<file path="src/hdl/mcfb_pkg.sv">
// Shared types and constants for the motor command frame builder.
// No dependencies.
package mcfb_pkg;

	localparam int POSITION_BITS = 16;
	localparam int CHANNEL_BITS  = 12;
	// One quotient bit per stage, sized for the widest code.
	localparam int DIV_STEPS = (POSITION_BITS > CHANNEL_BITS) ? POSITION_BITS : CHANNEL_BITS;
	// Clamp stage, dividend stage, then the division stages.
	localparam int NSTG   = DIV_STEPS + 2;
	localparam int QW     = DIV_STEPS;
	localparam int LIM_W  = 31;
	localparam int SPAN_W = LIM_W + 1;
	localparam int DVS_W  = SPAN_W + 1;
	localparam int DW     = SPAN_W + DIV_STEPS + 2;
	localparam int SHW    = $clog2(DIV_STEPS + 2);

	localparam logic [7:0] EN_LAST  = 8'hFC;
	localparam logic [7:0] DIS_LAST = 8'hFD;

	typedef enum logic [1:0] {
		REQ_SETPOINT = 2'd0,
		REQ_ENABLE   = 2'd1,
		REQ_DISABLE  = 2'd2,
		REQ_INVALID  = 2'd3
	} req_e_t;

	typedef enum logic [1:0] {
		CM_MIT       = 2'd0,
		CM_POS_SPEED = 2'd1,
		CM_SPEED     = 2'd2,
		CM_FORCE_POS = 2'd3
	} ctrl_mode_t;

	typedef enum logic [2:0] {
		REG_CONTROL_MODE = 3'd0,
		REG_MOTOR_ID     = 3'd1,
		REG_POS_LIMIT    = 3'd2,
		REG_VEL_LIMIT    = 3'd3,
		REG_KP_LIMIT     = 3'd4,
		REG_KD_LIMIT     = 3'd5,
		REG_TRQ_LIMIT    = 3'd6,
		REG_SPARE        = 3'd7
	} reg_idx_t;

	typedef struct packed {
		logic [10:0] frame_id;
		logic [63:0] payload;
		logic        status;
		logic        mit;
	} ctl_t;

	function automatic logic [31:0] byte_swap32(input logic [31:0] w);
		return {w[7:0], w[15:8], w[23:16], w[31:24]};
	endfunction

	function automatic logic [15:0] byte_swap16(input logic [15:0] w);
		return {w[7:0], w[15:8]};
	endfunction

endpackage

</file>
<file path="src/hdl/mcfb_chan.sv">
// One MIT channel: clamp, scaled dividend, then a restoring divider one
// quotient bit per stage. Depends on mcfb_pkg.
module mcfb_chan (
	input  logic                        clk,
	input  logic [mcfb_pkg::NSTG-1:0]   en,
	input  logic signed [31:0]          x,
	input  logic [mcfb_pkg::LIM_W-1:0]  limit,
	input  logic                        sym,
	input  logic [mcfb_pkg::SHW-1:0]    qbits,
	output logic [mcfb_pkg::QW-1:0]     code
);
	import mcfb_pkg::*;

	logic signed [LIM_W+2:0] lo, hi, xs, xc;
	logic [SPAN_W-1:0]       num_s1, span_s1;
	logic                    zero_s1;

	always_comb begin
		hi = $signed({3'b000, limit});
		lo = sym ? -hi : '0;
		xs = (LIM_W+3)'(x);
		if (xs < lo)
			xc = lo;
		else if (xs > hi)
			xc = hi;
		else
			xc = xs;
	end

	always_ff @(posedge clk) begin
		if (en[0]) begin
			num_s1  <= SPAN_W'(xc - lo);
			span_s1 <= sym ? {limit, 1'b0} : {1'b0, limit};
			zero_s1 <= (limit == '0);
		end
	end

	// 2*num*(2^bits-1) + span, with the multiply done as shift minus value
	logic [DW-1:0]    rem_s [0:DIV_STEPS];
	logic [DVS_W-1:0] dvs_s [0:DIV_STEPS];
	logic [QW-1:0]    q_s   [0:DIV_STEPS];
	logic             zero_s [0:DIV_STEPS];

	always_ff @(posedge clk) begin
		if (en[1]) begin
			rem_s[0]  <= (DW'(num_s1) << (qbits + SHW'(1))) - (DW'(num_s1) << 1)
				+ DW'(span_s1);
			dvs_s[0]  <= {span_s1, 1'b0};
			q_s[0]    <= '0;
			zero_s[0] <= zero_s1;
		end
	end

	for (genvar j = 0; j < DIV_STEPS; j++) begin : g_div
		localparam int B = DIV_STEPS - 1 - j;
		logic [DW:0] trial;
		assign trial = {1'b0, rem_s[j]} - ((DW+1)'(dvs_s[j]) << B);
		always_ff @(posedge clk) begin
			if (en[j+2]) begin
				rem_s[j+1]  <= trial[DW] ? rem_s[j] : trial[DW-1:0];
				q_s[j+1]    <= q_s[j] | (trial[DW] ? QW'(0) : (QW'(1) << B));
				dvs_s[j+1]  <= dvs_s[j];
				zero_s[j+1] <= zero_s[j];
			end
		end
	end

	assign code = zero_s[DIV_STEPS] ? '0 : q_s[DIV_STEPS];

endmodule

</file>
<file path="config.mk">
export PLATFORM = sky130hd
export DESIGN_NAME = mcfb_chan
export DESIGN_NICKNAME = d
export VERILOG_FILES = /design/src/hdl/mcfb_pkg.sv /design/src/hdl/mcfb_chan.sv
export SDC_FILE = /design/constraint.sdc
export NUM_CORES = 2
export LEC_CHECK = 0
export BUFFER_PORTS_ARGS = -buffer_cell sky130_fd_sc_hd__buf_4
export CAP_MARGIN = 15
export CORE_MARGIN = 2
export CORE_UTILIZATION = 50
export DETAILED_ROUTE_END_ITERATION = 6
export GPL_TIMING_DRIVEN = 0
export PLACE_DENSITY = 0.69
export SLEW_MARGIN = 10
export SYNTH_ARGS = -nofsm -noshare
export SYNTH_HDL_FRONTEND = slang
export SYNTH_SLANG_ARGS = --single-unit
export TNS_END_PERCENT = 1
</file>
<file path="constraint.sdc">
create_clock -name clk -period 13.6 [get_ports clk]
set_input_delay 0.68 -clock clk [delete_from_list [all_inputs] [get_ports clk]]
set_output_delay 0.68 -clock clk [all_outputs]
set_load 0.05 [all_outputs]
</file>
== After elaboration in Yosys (flattened, before gate mapping) ==
Memories as Yosys holds them, arrays and structs flattened.
Cells that the tools add are included.
Storage, ports and cells
  bits in registers: 65
  bits in writable memories: 1700
  input bits: 88
  output and inout port bits: 16
  memories kept: 4
Cells by class
  $add $sub $neg: 21
  magnitude comparators: 2
  shifts and indexed selects: 1
  mux-type cells: 71
  bitwise logic cells: 16
  reduce and logical (&&, ||, !) cells: 1
Memories
  rem_s: words 17, bits a word 50, rd ports 16, clocked after Yosys merged registers in 0, wr ports 17, RTL line mcfb_chan.sv:39  | logic [DW-1:0] rem_s [0:DIV_STEPS];
  dvs_s: words 17, bits a word 33, rd ports 16, clocked after Yosys merged registers in 0, wr ports 17, RTL line mcfb_chan.sv:40  | logic [DVS_W-1:0] dvs_s [0:DIV_STEPS];
  q_s: words 17, bits a word 16, rd ports 17, clocked after Yosys merged registers in 0, wr ports 17, RTL line mcfb_chan.sv:41  | logic [QW-1:0] q_s [0:DIV_STEPS];
  zero_s: words 17, bits a word 1, rd ports 17, clocked after Yosys merged registers in 0, wr ports 17, RTL line mcfb_chan.sv:42  | logic zero_s [0:DIV_STEPS];
Operator list (count)
  50-bit 2-to-1 mux: 16
  32-bit 2-to-1 mux: 2
  50-bit by 33-bit subtractor with 51-bit output: 1
  50-bit by 34-bit subtractor with 51-bit output: 1
  50-bit by 35-bit subtractor with 51-bit output: 1
  50-bit by 36-bit subtractor with 51-bit output: 1
  50-bit by 37-bit subtractor with 51-bit output: 1
  50-bit by 38-bit subtractor with 51-bit output: 1
  50-bit by 39-bit subtractor with 51-bit output: 1
  50-bit by 40-bit subtractor with 51-bit output: 1
  50-bit by 41-bit subtractor with 51-bit output: 1
  50-bit by 42-bit subtractor with 51-bit output: 1
  50-bit by 43-bit subtractor with 51-bit output: 1
  50-bit by 44-bit subtractor with 51-bit output: 1
  50-bit by 45-bit subtractor with 51-bit output: 1
  50-bit by 46-bit subtractor with 51-bit output: 1
  50-bit by 47-bit subtractor with 51-bit output: 1
  50-bit by 48-bit subtractor with 51-bit output: 1
  50-bit by 32-bit adder with 50-bit output: 1
  32-bit by 5-bit left shift with 50-bit output: 1
  50-bit by 33-bit subtractor with 50-bit output: 1
  1-bit 2-to-1 mux: 35
  32-bit by 34-bit less-than comparator with 1-bit output: 1
  34-bit 2-to-1 mux: 1
  37 further kinds: 38

== Logic depth before layout (Yosys ltp) ==
  word-level depth: 5
  gate-level depth with buffers: 33

== Least setup slack after synthesis ==
Ideal clock, no wire load.
  path type: input -> register
  start point: input limit[4] (netlist name)
  end point: register num_s1[30], data pin
  setup time: 257 ps
  arrival: 6857 ps
  slack: 6486 ps
  cell stages on the path: 33
  path buffers: 1
  cell sequence: or3_1 nand2b_1 nor4_2 nand2_1 nor2_1 nand2_1 nor3_1 xnor2_1 nand2_1 ha_1 nor2b_1 o21ai_0 and3_1 nand3_1 a41oi_1 a211o_1 a21oi_1 clkbuf_1 nor2_1 a21oi_1 ha_1 inv_1 fa_1 a21oi_1 o211ai_1 nand2_1 o221ai_1 o221ai_1 o31ai_1 a211oi_1 o21bai_1 a21o_1 xor2_1
Between the ends
  word-level cells in the longest chain between the ends: 5
Ends and longest elaborated chain
  start: declaration: RTL line mcfb_chan.sv:7  | input logic [mcfb_pkg::LIM_W-1:0] limit,
  31-bit negator with 34-bit output: RTL line mcfb_chan.sv:20  | lo = sym ? -hi : '0;
  34-bit 2-to-1 mux: RTL line mcfb_chan.sv:20
  32-bit by 34-bit less-than comparator with 1-bit output: RTL line mcfb_chan.sv:22  | if (xs < lo)
  32-bit 2-to-1 mux: RTL line mcfb_chan.sv:22
  32-bit subtractor *: RTL line mcfb_chan.sv:32  | num_s1 <= SPAN_W'(xc - lo);
  end signal: assignment: RTL line mcfb_chan.sv:32
  end: declaration: RTL line mcfb_chan.sv:15  | logic [SPAN_W-1:0] num_s1, span_s1;
Every way passes the cells marked *; elsewhere a longest branch is shown, timed or not.
A chain may end at the register's enable or synchronous reset.

== Worst setup path in the final report ==
Ends and elaborated chain as after synthesis.

==> qor.yml <==
outcome:
  status: "completed"
cts:
  cts_inserted_buffers: 162
  clock_sinks: 1514
  cts_setup_buffers: 0
  cts_tree: "done"
  clock_latency_ns: 0.82
  cts_resized: 0
  h-tree-depth: 4
  path_clk_slew_ns: 0.06
  cts_root_buf: "clkbuf_16"
  holdBufCountCts: 0
  cts_buffer_depth: 3
grt:
  grt_first_pass_wirelength_um: 337000
  grt-ovfl-total: 0
  antenna_found_initial: 2
  grt_max_degree: 98
  grt_pass1_vias: 64400
  grt_usage_pct: 22.9
die:
  dieArea_sq_um: 184000
  rows: 155
  pin_count: 104
  die_h_um: 429
  die_w_um: 429
  initial_core_util_pct: 50.4
  core_sq_um: 179000
synth:
  synth_area_leaders: "edfxtp_1 50%, ha_1 9.1%, a21oi_1 3.6%"
  syn_inst: 8400
  avgSynthCellArea_sq_um: 10.7
  synth_fp_nets: 9192
  yosysTopAreaCell: "edfxtp_1"
  synthFlopType: "edfxtp_1"
  ys_ff_latch: 1514
  synthArstFlopShare_pct: 0
  synth_top_area_share_pct: 50.4
  ys_seq_area_share_pct: 50.4
  netlist_area_sq_um: 90100
  yosysWarnings: 0
  synth-edff-count: 1514
  yosysUniqueCellTypes: 109
sta:
  setup_violations: 0
  tightest_slew_ns: 1.20
  final_hold_viol_count: 0
  fin_crit_sh_pct: 64.0
  skew_ns: 0.0440
  finalCriticalPeriod_ns: 8.70
  max_slew_margin_pct: 19.3
  rsz0062_at_grt: "no"
  fin_setup_tns_ns: 0
  drv_slew: 0
  clock.fmax_mhz: 115
pwr:
  p_comb_share_pct: 44.5
  intPower_mw: 13.6
  powerDensity_nw_per_um2: 219
  leakage_nw: 40.0
  clockPowerShare_pct: 20.0
  peakVddDrop_mv: 0.156
  sw_frac_of_total_pct: 37.5
  seqPwrFrac_pct: 35.5
  power.total_mw: 21.7
  p_switching_mw: 8.17
route:
  drc: 0
  via_per_inst: 5.66
  wl_per_cell_um: 19.0
  drt_first_pass_iters: 5
  routed_wl_um: 212000
  drt_iter0_markers: 4243
  vias: 63200
  final_antenna_net_count: 0
worst_setup_path:
  r2r_slack_ns: 7.06
  start_kind: "input pin"
  r2r-start: "num_s1[2]"
  cpMostUsedCell: "nand2_1"
  required_ns: 14.13
  arrival_ns: 9.24
  reg2regPathDepth: 20
  crit_path_max_fanout: 10
  reg2reg_to: "rem_s[0][49]"
  cpPeakStageDelay_ns: 0.66
  worstSetupPathType: "input pin to flip-flop"
  cpMaxStageDelayCell: "clkbuf_1"
  cp-end-kind: "flip-flop"
worst_hold_path:
  hp-class: "input pin to flip-flop"
  min_path_cells: 1
  hp-start: "en[17]"
  worstHoldEndpoint: "q_s[0][257]"
place:
  dpl.hpwl_um: 170000
  place_congestion: 1.01
  place_area_sq_um: 93800
  port_buffers: 101
  placed_cells: 10900
layout:
  final_cells: 11200
  nNetsFinal: 9462
  seq_area_sq_um: 45500
  nFillCells: 15000
  design_area_sq_um: 99200
  syn2layout_area_growth_pct: 10.1
  multi_input_area_sq_um: 40700
  drive_above_1_share_pct: 6.42
job:
  drv_cap: 0
-- power by group through the flow --
| stage | Clock [mW] | Combinational [mW] | Sequential (mW) |
|---|---|---|---|
| 2_1_floorplan | 0 | 7.42 | 7.48 |
| 3_3_place_gp | 0 | 9.31 | 7.75 |
| 3_5_place_dp | 0 | 9.53 | 7.78 |
| 4_1_cts | 4.45 | 9.59 | 7.69 |
| 5_1_grt | 4.65 | 10.8 | 7.83 |
| 6_report | 4.35 | 9.69 | 7.71 |
-- worst max-delay path, delay by kind of cell --
| kind | cells | cell delay, ns |
|---|---|---|
| AOI/OAI and AO/OA | 13 | 3.05 |
| xor gates and xnor gates | 2 | 0.28 |
| adders and majority gates | 3 | 0.95 |
| buffers and inverters | 4 | 1.11 |
| and+or+nand+nor | 13 | 3.14 |
-- through the flow --
step	util (%)	worst slack [ns]	hold WS, ns
floorplan	-	6.49	0.400
global placement	52.5	4.16	0.400
detailed placement	52.5	4.04	0.405
CTS	55.4	4.86	0.226
global route	55.5	4.25	0.237
finish	55.5	4.90	0.276
-- state kept, by name (all words and copies together) (netlist names) --
name / cells
num_s1: 32
dvs_s: 512
zero_s: 17
zero_s1: 1
span_s1: 32
rem_s: 784
q_s: 136
-- synth_stat cells (47+ instances only) --
| cell | instances |
|---|---|
| nor2b_1 | 102 |
| nand2_1 | 775 |
| nand4_1 | 78 |
| a31oi_1 | 68 |
| a211oi_1 | 76 |
| nor3_1 | 131 |
| o31ai_1 | 57 |
| inv_1 | 809 |
| nand2b_1 | 106 |
| xor2_1 | 256 |
| a21o_1 | 276 |
| nand3_1 | 135 |
| ha_1 | 657 |
| xnor2_1 | 336 |
| o21bai_1 | 50 |
| and3_1 | 60 |
| or3_1 | 49 |
| nor2_1 | 491 |
| a21oi_1 | 648 |
| mux2i_1 | 103 |
| edfxtp_1 | 1514 |
| o21ai_0 | 607 |
| clkbuf_1 | 135 |
| o21a_1 | 98 |
| mux2_2 | 82 |
| fa_1 | 47 |
-- area by class of cell --
class                      count  area share, %
antenna                        3        0.00757
inverter                     812           3.07
timing repair buffer         106          0.840
buffer                       197          0.876
tap                         2355           2.97
clock inverter                87           1.06
clock buffer                 202           4.28
sequential                  1514           45.8
multi-input combinational   5877           41.1
-- layer usage --
metal | up-vias | GRT usage (%) | wire length [um]
li1 | 31200 | - | -
met1 | 29900 | 22.9 | 76800
met2 | 1464 | 45.5 | 117000
met3 | 566 | 2.88 | 7020
met4 | 2 | 12.2 | 11400
met5 | - | 0 | 14
-- layout by cell type, fill, tap and decap left out, types with 256 or more instances in the layout --
master / netlist / final
a21o_1: 276 / 276
a21oi_1: 648 / 648
edfxtp_1: 1514 / 1514
ha_1: 657 / 657
inv_1: 809 / 809
nand2_1: 775 / 775
nor2_1: 491 / 491
o21ai_0: 607 / 607
xnor2_1: 336 / 336
xor2_1: 256 / 256
-- cell families after synthesis --
| group | Yosys count | share of synthesized area (%) |
|---|---|---|
| AND/OR/NAND/NOR | 2159 | 11.4 |
| multiplexers | 206 | 2.58 |
| buffers and inverters | 1009 | 4.35 |
| flip-flops | 1514 | 50.4 |
| AO/OA/AOI/OAI | 2216 | 15.3 |
| adder cells (fa/ha/maj) | 704 | 10.2 |
| XOR/XNOR | 592 | 5.75 |
-- worst max path at each step --
stage,start,to,slack [ns],depth (start not counted)
global placement,limit[4],num_s1[30],4.16,34
floorplan,limit[4],num_s1[30],6.49,33
global route,limit[4],num_s1[30],4.25,35
detailed placement,limit[4],num_s1[30],4.04,34
CTS,limit[4],num_s1[30],4.86,34
finish,limit[4],num_s1[30],4.90,35
(Power assumes the default switching activity.)
